## config.mk

```make
export PLATFORM = sky130hd
export DESIGN_NAME = rect_fill_raster_engine
export DESIGN_NICKNAME = d
export VERILOG_FILES = /design/src/hw/rtl/rfre_pkg.sv /design/src/hw/rtl/rfre_front.sv /design/src/hw/rtl/rfre_back.sv /design/src/hw/rtl/rect_fill_raster_engine.sv
export SDC_FILE = /design/constraint.sdc
export NUM_CORES = 2
export LEC_CHECK = 0
export BUFFER_PORTS_ARGS = -buffer_cell sky130_fd_sc_hd__buf_2
export CORE_UTILIZATION = 43
export CTS_CLUSTER_SIZE = 30
export DETAILED_ROUTE_END_ITERATION = 8
export SYNTH_ARGS = -nofsm -noshare
export SYNTH_HDL_FRONTEND = slang
export SYNTH_SLANG_ARGS = --single-unit
export TNS_END_PERCENT = 50
```

## constraint.sdc

```tcl
create_clock -name aclk -period 21.1 [get_ports aclk]
set_clock_uncertainty 0.2 [all_clocks]
set_input_delay 2.11 -clock aclk [delete_from_list [all_inputs] [get_ports aclk]]
set_output_delay 2.11 -clock aclk [all_outputs]
set_load 0.05 [all_outputs]
```

## src/hw/rtl/rfre_pkg.sv

```systemverilog
package rfre_pkg;

    localparam int MAX_SCREEN_DIM = 4096;
    localparam int COORD_BITS     = 16;
    localparam int PIX_BITS       = $clog2(MAX_SCREEN_DIM);
    localparam int WIDE_BITS      = COORD_BITS + 4;
    localparam int OFFSET_BITS    = 25;
    localparam int CFG_IDX_BITS   = 3;
    localparam int CFG_DATA_BITS  = 16;
    localparam logic [31:0] INVERT_MASK = 32'h00FF_FFFF;

    typedef enum logic [1:0] {
        OP_NONE  = 2'd0,
        OP_WRITE = 2'd1,
        OP_XOR   = 2'd2
    } op_kind_t;

    typedef enum logic [1:0] {
        MODE_SOLID   = 2'd0,
        MODE_CHECKER = 2'd1,
        MODE_OUTLINE = 2'd2,
        MODE_INVERT  = 2'd3
    } draw_mode_t;

    typedef enum logic [CFG_IDX_BITS-1:0] {
        CFG_CLIP_LEFT     = 3'd0,
        CFG_CLIP_TOP      = 3'd1,
        CFG_CLIP_WIDTH    = 3'd2,
        CFG_CLIP_HEIGHT   = 3'd3,
        CFG_SCREEN_WIDTH  = 3'd4,
        CFG_SCREEN_HEIGHT = 3'd5,
        CFG_ROW_PITCH     = 3'd6
    } cfg_index_t;

    typedef struct packed {
        logic signed [COORD_BITS-1:0] clip_left;
        logic signed [COORD_BITS-1:0] clip_top;
        logic signed [COORD_BITS-1:0] clip_width;
        logic signed [COORD_BITS-1:0] clip_height;
        logic [12:0]                  screen_width;
        logic [12:0]                  screen_height;
        logic [13:0]                  row_pitch;
    } cfg_t;

    typedef struct packed {
        logic                         is_load;
        logic [1:0]                   mode;
        logic signed [COORD_BITS-1:0] x;
        logic signed [COORD_BITS-1:0] y;
        logic signed [COORD_BITS-1:0] w;
        logic signed [COORD_BITS-1:0] h;
        logic [31:0]                  color_a;
        logic [31:0]                  color_b;
    } item_t;

    typedef struct packed {
        logic                ok;
        logic [PIX_BITS-1:0] x0;
        logic [PIX_BITS-1:0] x1;
        logic [PIX_BITS-1:0] y0;
        logic [PIX_BITS-1:0] y1;
    } seg_t;

    function automatic logic signed [WIDE_BITS-1:0] wext(logic signed [COORD_BITS-1:0] v);
        return {{(WIDE_BITS-COORD_BITS){v[COORD_BITS-1]}}, v};
    endfunction

    function automatic logic signed [WIDE_BITS-1:0] dimv(logic [12:0] v);
        logic [12:0] d;
        d = (v > 13'(MAX_SCREEN_DIM)) ? 13'(MAX_SCREEN_DIM) : v;
        return {{(WIDE_BITS-13){1'b0}}, d};
    endfunction

    // Clipped bounds of one segment of a command.
    function automatic seg_t seg_setup(logic [1:0] mode, logic [1:0] k, item_t c, cfg_t g);
        logic signed [WIDE_BITS-1:0] rx, ry, rw, rh, lx, ly, hx, hy, cl, ct, t;
        logic [1:0] e;
        seg_t s;
        rx = wext(c.x);
        ry = wext(c.y);
        rw = wext(c.w);
        rh = wext(c.h);
        e = (mode == MODE_OUTLINE) ? k : 2'(k + 2'd2);
        if (mode == MODE_OUTLINE || mode == MODE_INVERT) begin
            case (e)
                2'd0: rh = WIDE_BITS'(1);
                2'd1: begin ry = ry + rh - WIDE_BITS'(1); rh = WIDE_BITS'(1); end
                2'd2: rw = WIDE_BITS'(1);
                default: begin rx = rx + rw - WIDE_BITS'(1); rw = WIDE_BITS'(1); end
            endcase
        end
        lx = (rx > 0) ? rx : '0;
        ly = (ry > 0) ? ry : '0;
        hx = rx + rw;
        if (hx > dimv(g.screen_width)) hx = dimv(g.screen_width);
        hy = ry + rh;
        if (hy > dimv(g.screen_height)) hy = dimv(g.screen_height);
        if (mode != MODE_INVERT) begin
            cl = wext(g.clip_left);
            ct = wext(g.clip_top);
            if (cl > lx) lx = cl;
            if (ct > ly) ly = ct;
            t = cl + wext(g.clip_width);
            if (t < hx) hx = t;
            t = ct + wext(g.clip_height);
            if (t < hy) hy = t;
        end
        s.ok = (rw > 0) && (rh > 0) && (hx > lx) && (hy > ly);
        s.x0 = lx[PIX_BITS-1:0];
        t = hx - WIDE_BITS'(1);
        s.x1 = t[PIX_BITS-1:0];
        s.y0 = ly[PIX_BITS-1:0];
        t = hy - WIDE_BITS'(1);
        s.y1 = t[PIX_BITS-1:0];
        return s;
    endfunction

endpackage

```

## src/hw/rtl/rfre_front.sv

```systemverilog
module rfre_front (
    input  logic                         aclk,
    input  logic                         aresetn,
    input  logic                         s_valid,
    output logic                         s_ready,
    input  logic                         s_req_type,
    input  logic [1:0]                   s_draw_mode,
    input  logic signed [15:0]           s_rect_x,
    input  logic signed [15:0]           s_rect_y,
    input  logic signed [15:0]           s_rect_w,
    input  logic signed [15:0]           s_rect_h,
    input  logic [31:0]                  s_color_a,
    input  logic [31:0]                  s_color_b,
    output logic                         q_valid,
    output rfre_pkg::item_t              q_item,
    input  logic                         q_pop
);
    import rfre_pkg::*;

    item_t      mem_reg [2];
    logic       wr_ptr_reg, rd_ptr_reg;
    logic [1:0] count_reg;
    logic       push;
    item_t      in_item;

    always_comb begin
        in_item.is_load = (s_req_type == 1'b0);
        in_item.mode    = s_draw_mode;
        in_item.x       = s_rect_x;
        in_item.y       = s_rect_y;
        in_item.w       = s_rect_w;
        in_item.h       = s_rect_h;
        in_item.color_a = s_color_a;
        in_item.color_b = s_color_b;
    end

    assign s_ready = (count_reg != 2'd2);
    assign push    = s_valid && s_ready;
    assign q_valid = (count_reg != 2'd0);
    assign q_item  = mem_reg[rd_ptr_reg];

    always_ff @(posedge aclk) begin
        if (!aresetn) begin
            wr_ptr_reg <= 1'b0;
            rd_ptr_reg <= 1'b0;
            count_reg  <= 2'd0;
        end else begin
            if (push) begin
                mem_reg[wr_ptr_reg] <= in_item;
                wr_ptr_reg <= ~wr_ptr_reg;
            end
            if (q_pop && q_valid) rd_ptr_reg <= ~rd_ptr_reg;
            count_reg <= count_reg + 2'(push) - 2'(q_pop && q_valid);
        end
    end

endmodule

```

## src/hw/rtl/rfre_back.sv

```systemverilog
module rfre_back (
    input  logic                   aclk,
    input  logic                   aresetn,
    input  rfre_pkg::cfg_t         cfg,
    input  logic                   q_valid,
    input  rfre_pkg::item_t        q_item,
    output logic                   q_pop,
    output logic                   m_valid,
    input  logic                   m_ready,
    output logic [1:0]             m_op_kind,
    output logic [11:0]            m_pixel_x,
    output logic [11:0]            m_pixel_y,
    output logic [24:0]            m_word_offset,
    output logic [31:0]            m_pixel_color,
    output logic                   m_done_res
);
    import rfre_pkg::*;

    item_t               cmd_reg;
    logic                active_reg, active_next;
    logic [1:0]          edge_reg, edge_next;
    logic [PIX_BITS-1:0] x0_reg, x1_reg, y0_reg, y1_reg, cx_reg, cy_reg;
    logic [PIX_BITS-1:0] x0_next, x1_next, y0_next, y1_next, cx_next, cy_next;
    logic                out_valid_reg;
    op_kind_t            op_next;
    logic [31:0]         color_next;
    logic                done_next;
    logic [PIX_BITS-1:0] px_next, py_next;
    logic [OFFSET_BITS-1:0] ofs_full;
    item_t               src;
    seg_t                segs [4];
    logic [2:0]          start;
    logic                found, want_seek, empty_outline;
    logic [1:0]          found_k;
    logic [31:0]         ch_color;

    assign q_pop = q_valid && (!out_valid_reg || m_ready);
    assign src   = q_item.is_load ? q_item : cmd_reg;

    always_comb begin
        for (int k = 0; k < 4; k++) begin
            segs[k] = seg_setup(src.mode, 2'(k), src, cfg);
        end
    end

    always_comb begin
        empty_outline = (src.mode == MODE_OUTLINE || src.mode == MODE_INVERT)
                        && (src.w <= 0 || src.h <= 0);
        start = q_item.is_load ? 3'd0 : 3'(edge_reg) + 3'd1;
        found = 1'b0;
        found_k = 2'd0;
        for (int k = 0; k < 4; k++) begin
            if (!found && 3'(k) >= start && !empty_outline && segs[k].ok
                && (k == 0 || src.mode == MODE_OUTLINE || src.mode == MODE_INVERT)) begin
                found = 1'b1;
                found_k = 2'(k);
            end
        end
    end

    always_comb begin
        active_next = active_reg;
        edge_next = edge_reg;
        x0_next = x0_reg; x1_next = x1_reg; y0_next = y0_reg; y1_next = y1_reg;
        cx_next = cx_reg; cy_next = cy_reg;
        op_next = OP_NONE;
        color_next = '0;
        done_next = 1'b0;
        px_next = '0;
        py_next = '0;
        want_seek = 1'b0;
        ch_color = (cmd_reg.mode == MODE_CHECKER && (cx_reg[0] ^ cy_reg[0]))
                   ? cmd_reg.color_b : cmd_reg.color_a;
        if (q_item.is_load) begin
            want_seek = 1'b1;
        end else if (!active_reg) begin
            done_next = 1'b1;
        end else begin
            px_next = cx_reg;
            py_next = cy_reg;
            if (cmd_reg.mode == MODE_INVERT) begin
                op_next = OP_XOR;
            end else if (cmd_reg.mode != MODE_CHECKER || ch_color != 32'd0) begin
                op_next = OP_WRITE;
                color_next = ch_color;
            end
            if (cx_reg < x1_reg) begin
                cx_next = cx_reg + 1'b1;
            end else if (cy_reg < y1_reg) begin
                cx_next = x0_reg;
                cy_next = cy_reg + 1'b1;
            end else begin
                want_seek = 1'b1;
            end
        end
        if (want_seek) begin
            active_next = found;
            done_next = !found;
            if (found) begin
                edge_next = found_k;
                x0_next = segs[found_k].x0;
                x1_next = segs[found_k].x1;
                y0_next = segs[found_k].y0;
                y1_next = segs[found_k].y1;
                cx_next = segs[found_k].x0;
                cy_next = segs[found_k].y0;
            end
        end
        ofs_full = OFFSET_BITS'(py_next * cfg.row_pitch) + OFFSET_BITS'(px_next);
    end

    always_ff @(posedge aclk) begin
        if (!aresetn) begin
            active_reg    <= 1'b0;
            out_valid_reg <= 1'b0;
            edge_reg      <= 2'd0;
        end else begin
            if (m_ready) out_valid_reg <= 1'b0;
            if (q_pop) begin
                out_valid_reg <= 1'b1;
                active_reg    <= active_next;
                edge_reg      <= edge_next;
                if (q_item.is_load) cmd_reg <= q_item;
                x0_reg <= x0_next; x1_reg <= x1_next;
                y0_reg <= y0_next; y1_reg <= y1_next;
                cx_reg <= cx_next; cy_reg <= cy_next;
                m_op_kind     <= op_next;
                m_pixel_x     <= px_next;
                m_pixel_y     <= py_next;
                m_word_offset <= ofs_full;
                m_pixel_color <= color_next;
                m_done_res    <= done_next;
            end
        end
    end

    assign m_valid = out_valid_reg;

    a_op_legal: assert property (@(posedge aclk) disable iff (!aresetn)
        m_valid |-> (m_op_kind != 2'd3)) else $error("illegal op kind");
    a_xor_no_color: assert property (@(posedge aclk) disable iff (!aresetn)
        (m_valid && m_op_kind == OP_XOR) |-> (m_pixel_color == 32'd0))
        else $error("xor op carries a color");
    a_cursor_in_span: assert property (@(posedge aclk) disable iff (!aresetn)
        active_reg |-> (cx_reg <= x1_reg && cy_reg <= y1_reg && x0_reg <= cx_reg))
        else $error("cursor left its span");
    a_idle_done: assert property (@(posedge aclk) disable iff (!aresetn)
        (q_pop && !q_item.is_load && !active_reg) |=> (m_done_res && m_op_kind == OP_NONE))
        else $error("idle step not marked done");

endmodule

```

## src/hw/rtl/rect_fill_raster_engine.sv

```systemverilog
// Channel   Direction  Handshake              Payload
// s_        in         s_valid / s_ready      req_type, draw_mode, rect_*, color_a/b
// m_        out        m_valid / m_ready      op_kind, pixel_x/y, word_offset, color, done
// cfg_      in         cfg_valid / cfg_ready  cfg_index, cfg_data
// One request in and one result out per cycle when neither side stalls; every
// request, load or step, passes the back end in a single pop, with its segment
// search and clip in that same cycle. A two-entry request queue parts the input
// side from the back end, and the result register parts it from the output.
// Reset (synchronous, active low) empties the queue, drops any command and
// restores the register defaults. The config port is always ready.
module rect_fill_raster_engine (
    input  logic                aclk,
    input  logic                aresetn,
    input  logic                s_valid,
    output logic                s_ready,
    input  logic                s_req_type,
    input  logic [1:0]          s_draw_mode,
    input  logic signed [15:0]  s_rect_x,
    input  logic signed [15:0]  s_rect_y,
    input  logic signed [15:0]  s_rect_w,
    input  logic signed [15:0]  s_rect_h,
    input  logic [31:0]         s_color_a,
    input  logic [31:0]         s_color_b,
    output logic                m_valid,
    input  logic                m_ready,
    output logic [1:0]          m_op_kind,
    output logic [11:0]         m_pixel_x,
    output logic [11:0]         m_pixel_y,
    output logic [24:0]         m_word_offset,
    output logic [31:0]         m_pixel_color,
    output logic                m_done_res,
    input  logic                cfg_valid,
    output logic                cfg_ready,
    input  logic [2:0]          cfg_index,
    input  logic [15:0]         cfg_data
);
    import rfre_pkg::*;

    cfg_t  cfg_reg;
    logic  q_valid, q_pop;
    item_t q_item;

    assign cfg_ready = 1'b1;

    always_ff @(posedge aclk) begin
        if (!aresetn) begin
            cfg_reg.clip_left     <= '0;
            cfg_reg.clip_top      <= '0;
            cfg_reg.clip_width    <= 16'sd4096;
            cfg_reg.clip_height   <= 16'sd4096;
            cfg_reg.screen_width  <= 13'd4096;
            cfg_reg.screen_height <= 13'd4096;
            cfg_reg.row_pitch     <= 14'd4096;
        end else if (cfg_valid) begin
            case (cfg_index)
                CFG_CLIP_LEFT:     cfg_reg.clip_left     <= cfg_data;
                CFG_CLIP_TOP:      cfg_reg.clip_top      <= cfg_data;
                CFG_CLIP_WIDTH:    cfg_reg.clip_width    <= cfg_data;
                CFG_CLIP_HEIGHT:   cfg_reg.clip_height   <= cfg_data;
                CFG_SCREEN_WIDTH:  cfg_reg.screen_width  <= cfg_data[12:0];
                CFG_SCREEN_HEIGHT: cfg_reg.screen_height <= cfg_data[12:0];
                CFG_ROW_PITCH:     cfg_reg.row_pitch     <= cfg_data[13:0];
                default: ;
            endcase
        end
    end

    rfre_front u_front (
        .aclk(aclk), .aresetn(aresetn),
        .s_valid(s_valid), .s_ready(s_ready),
        .s_req_type(s_req_type), .s_draw_mode(s_draw_mode),
        .s_rect_x(s_rect_x), .s_rect_y(s_rect_y),
        .s_rect_w(s_rect_w), .s_rect_h(s_rect_h),
        .s_color_a(s_color_a), .s_color_b(s_color_b),
        .q_valid(q_valid), .q_item(q_item), .q_pop(q_pop)
    );

    rfre_back u_back (
        .aclk(aclk), .aresetn(aresetn), .cfg(cfg_reg),
        .q_valid(q_valid), .q_item(q_item), .q_pop(q_pop),
        .m_valid(m_valid), .m_ready(m_ready),
        .m_op_kind(m_op_kind), .m_pixel_x(m_pixel_x), .m_pixel_y(m_pixel_y),
        .m_word_offset(m_word_offset), .m_pixel_color(m_pixel_color),
        .m_done_res(m_done_res)
    );

endmodule
```

==> results.json <==
{
  "status": "completed",
  "dp_hpwl_um": 208800,
  "async_flop_share_pct": 0,
  "critPathMaxFanout": 73,
  "grt_pass1_vias": 55290,
  "synth_cell_types": 113,
  "synth_edf_count": 536,
  "cts_root_buf": "clkbuf_16",
  "dieArea_um2": 151900,
  "drv_cap": 0,
  "vias_per_cell": 6.224,
  "post_cts_buffers": 0,
  "cts_max_level": 3,
  "clkTransAtPathRegs_ns": 0.06,
  "grt_setup_unrepaired": "no",
  "place_congestion": 1.072,
  "cts_tree": "done",
  "chipHeight_um": 389.8,
  "die_x_um": 389.8,
  "crit_path_end_kind": "register",
  "period_share_pct": 88.12,
  "regArea_um2": 18360,
  "antenna_found_initial": 54,
  "slowest_delay_ns": 0.92,
  "fin_crit_ns": 18.59,
  "max_freq_mhz": 53.78,
  "antenna_left": 0,
  "crit_slowest_cell": "mux2i_1",
  "met3_usage_pct": 7.380,
  "drcViolationCount": 0,
  "synth_top_family_by_area": "adder cells",
  "tightest_slew_ns": 1.340,
  "cts.path.max_buffers": 3,
  "syn_inst": 7138,
  "min_path_type": "reg2reg",
  "wl_per_cell_um": 27.67,
  "rows": 141,
  "syn_area_per_cell_um2": 9.059,
  "nets": 8459,
  "relSlewSlack_pct": 9.725,
  "area_growth_pct": 9.601,
  "top_usage_layer": "met2",
  "overflow": 0,
  "cts_buffers": 73,
  "criticalPathCategory": "reg2reg",
  "cts_hold_buf": 0,
  "netlist_area_um2": 64660,
  "synth_xor_area_share_pct": 3.690,
  "drive_gt1_share_pct": 10.76,
  "clock_sinks": 649,
  "io_buffers": 240,
  "ios": 242,
  "muxShareOfSynthArea_pct": 8.026,
  "postLayoutCoreUtil_pct": 47.71,
  "synthAdderAreaFrac_pct": 20.55,
  "synth_compound_area_share_pct": 18.18,
  "largest_reg_flops": 262,
  "cts_resized": 0,
  "critical_path_required_ns": 21.44,
  "tns_ns": 0,
  "wl_um": 260100,
  "final-hold-violation-count": 0,
  "vias": 58520,
  "ys_seq_elements": 649,
  "fillers": 14280,
  "drt_iter0_markers": 6770,
  "drv_slew": 0,
  "crit_path_start_kind": "register",
  "grt_pass1_wl_um": 374300,
  "grt_start_max_net_pins": 119,
  "ys_seq_area_share_pct": 28.39,
  "crit_arrival_ns": 18.93,
  "worstSkewPairLatency_ns": 0.71,
  "grt_use_met2_pct": 49.62,
  "grt_util_all_layers_pct": 33.29,
  "start_util_pct": 43.53,
  "timing.hold.ws_ns": 0.2597,
  "ys_warn_count": 0,
  "firstDrtPassIters": 6,
  "synthFlopType": "edfxtp_1",
  "core_area_um2": 148500,
  "multi_input_area_um2": 43560,
  "grt_use_met1_pct": 46.42,
  "synth-simple-area-share_pct": 16.69,
  "setup_viol": 0
}
cells by family (layout without fill, tap and decap cells):
kind of cell,after synthesis,count (layout)
AOI/OAI and AO/OA,1772,1772
xor gates and xnor gates,270,270
adders and majority gates,977,977
buffers and inverters,741,981
DFF,649,649
muxes,493,493
other,1,23
and+or+nand+nor,2235,2235
per-layer routing:
layer / part of all wire, % / vias to the layer above
met3: 10 / 622
met5: 0.16 / -
met1: 43 / 28180
met2: 42 / 3112
met4: 4.6 / 64
li1: - / 26540
worst max-delay path, delay by kind of cell, from the launching register on:
| family | cells | cell delay (ns) |
|---|---|---|
| AND/OR/NAND/NOR | 19 | 4.49 |
| multiplexers | 2 | 1.42 |
| buffers and inverters | 7 | 2.93 |
| adder cells (fa/ha/maj) | 6 | 2.32 |
| flip-flops | 1 | 0.70 |
| AO/OA/AOI/OAI | 23 | 6.00 |
| XOR/XNOR | 2 | 0.25 |
synthesized netlist by cell type, types with 48 or more instances:
cell / instances / area share, %
ha_1: 835 / 16
nand2_1: 800 / 4.6
edfxtp_1: 536 / 25
nor2_1: 475 / 2.8
a21oi_1: 473 / 3.7
inv_1: 468 / 2.7
a21o_1: 304 / 3.5
mux2i_1: 302 / 4.7
o21ai_0: 266 / 2.1
clkbuf_1: 189 / 1.1
mux2_2: 188 / 3.3
xnor2_1: 179 / 2.4
fa_1: 142 / 4.4
nand4_1: 128 / 1.2
nor3_1: 121 / 0.94
nand3_1: 118 / 0.91
dfxtp_1: 113 / 3.5
nor2b_1: 104 / 1.0
a21boi_0: 103 / 1.2
and2_1: 92 / 0.89
xor2_1: 89 / 1.2
o21a_1: 84 / 0.98
nand2b_1: 78 / 0.75
a31oi_1: 72 / 0.70
a211oi_1: 69 / 0.80
nor4_1: 67 / 0.65
and3_1: 58 / 0.56
o21bai_1: 48 / 0.56
layout by cell type (no fill, tap or decap), drive strengths merged, types with 105 or more instances in the layout:
| master | instances |
|---|---|
| ha | 835 |
| nand2 | 800 |
| edfxtp | 536 |
| a21oi | 477 |
| nor2 | 477 |
| inv | 477 |
| buf | 368 |
| mux2i | 305 |
| a21o | 304 |
| o21ai | 289 |
| mux2 | 188 |
| xnor2 | 180 |
| fa | 142 |
| nand4 | 128 |
| nor3 | 121 |
| nand3 | 118 |
| dfxtp | 113 |
| a21boi | 105 |
path summary, 6_finish.rpt:
path	start	end	slack, ns	cells after the start
worst max-delay path	register	u_back.x1_reg[3]	2.51	59
worst min-delay path	cfg_reg[37]	cfg_reg[37]	0.26	2
worst max register to register	register	u_back.x1_reg[3]	2.51	59
worst min register to register	cfg_reg[37]	cfg_reg[37]	0.26	2
stage by stage:
step / instance area [um2] / cells / setup slack, ns
floorplan: 64700 / 7148 / 5.758
global placement: 68380 / 9253 / 3.033
detailed placement: 68380 / 9253 / 2.984
CTS: 70830 / 9389 / 2.984
global route: 70850 / 9394 / 2.041
finish: 70870 / 9402 / 2.507
cell type report:
cell class	instances	share of cell area (%)
diodes	12	0.04237
clock buffers	91	2.703
clock inverters	45	0.7592
inverters	477	2.537
multi-input cells	5758	61.46
flip-flops and latches	649	25.91
well taps	2002	3.534
repair buffers	368	3.051
Power is not shown: default switching activity piles up to over one toggle a cycle in this logic, so the estimate is an artifact.
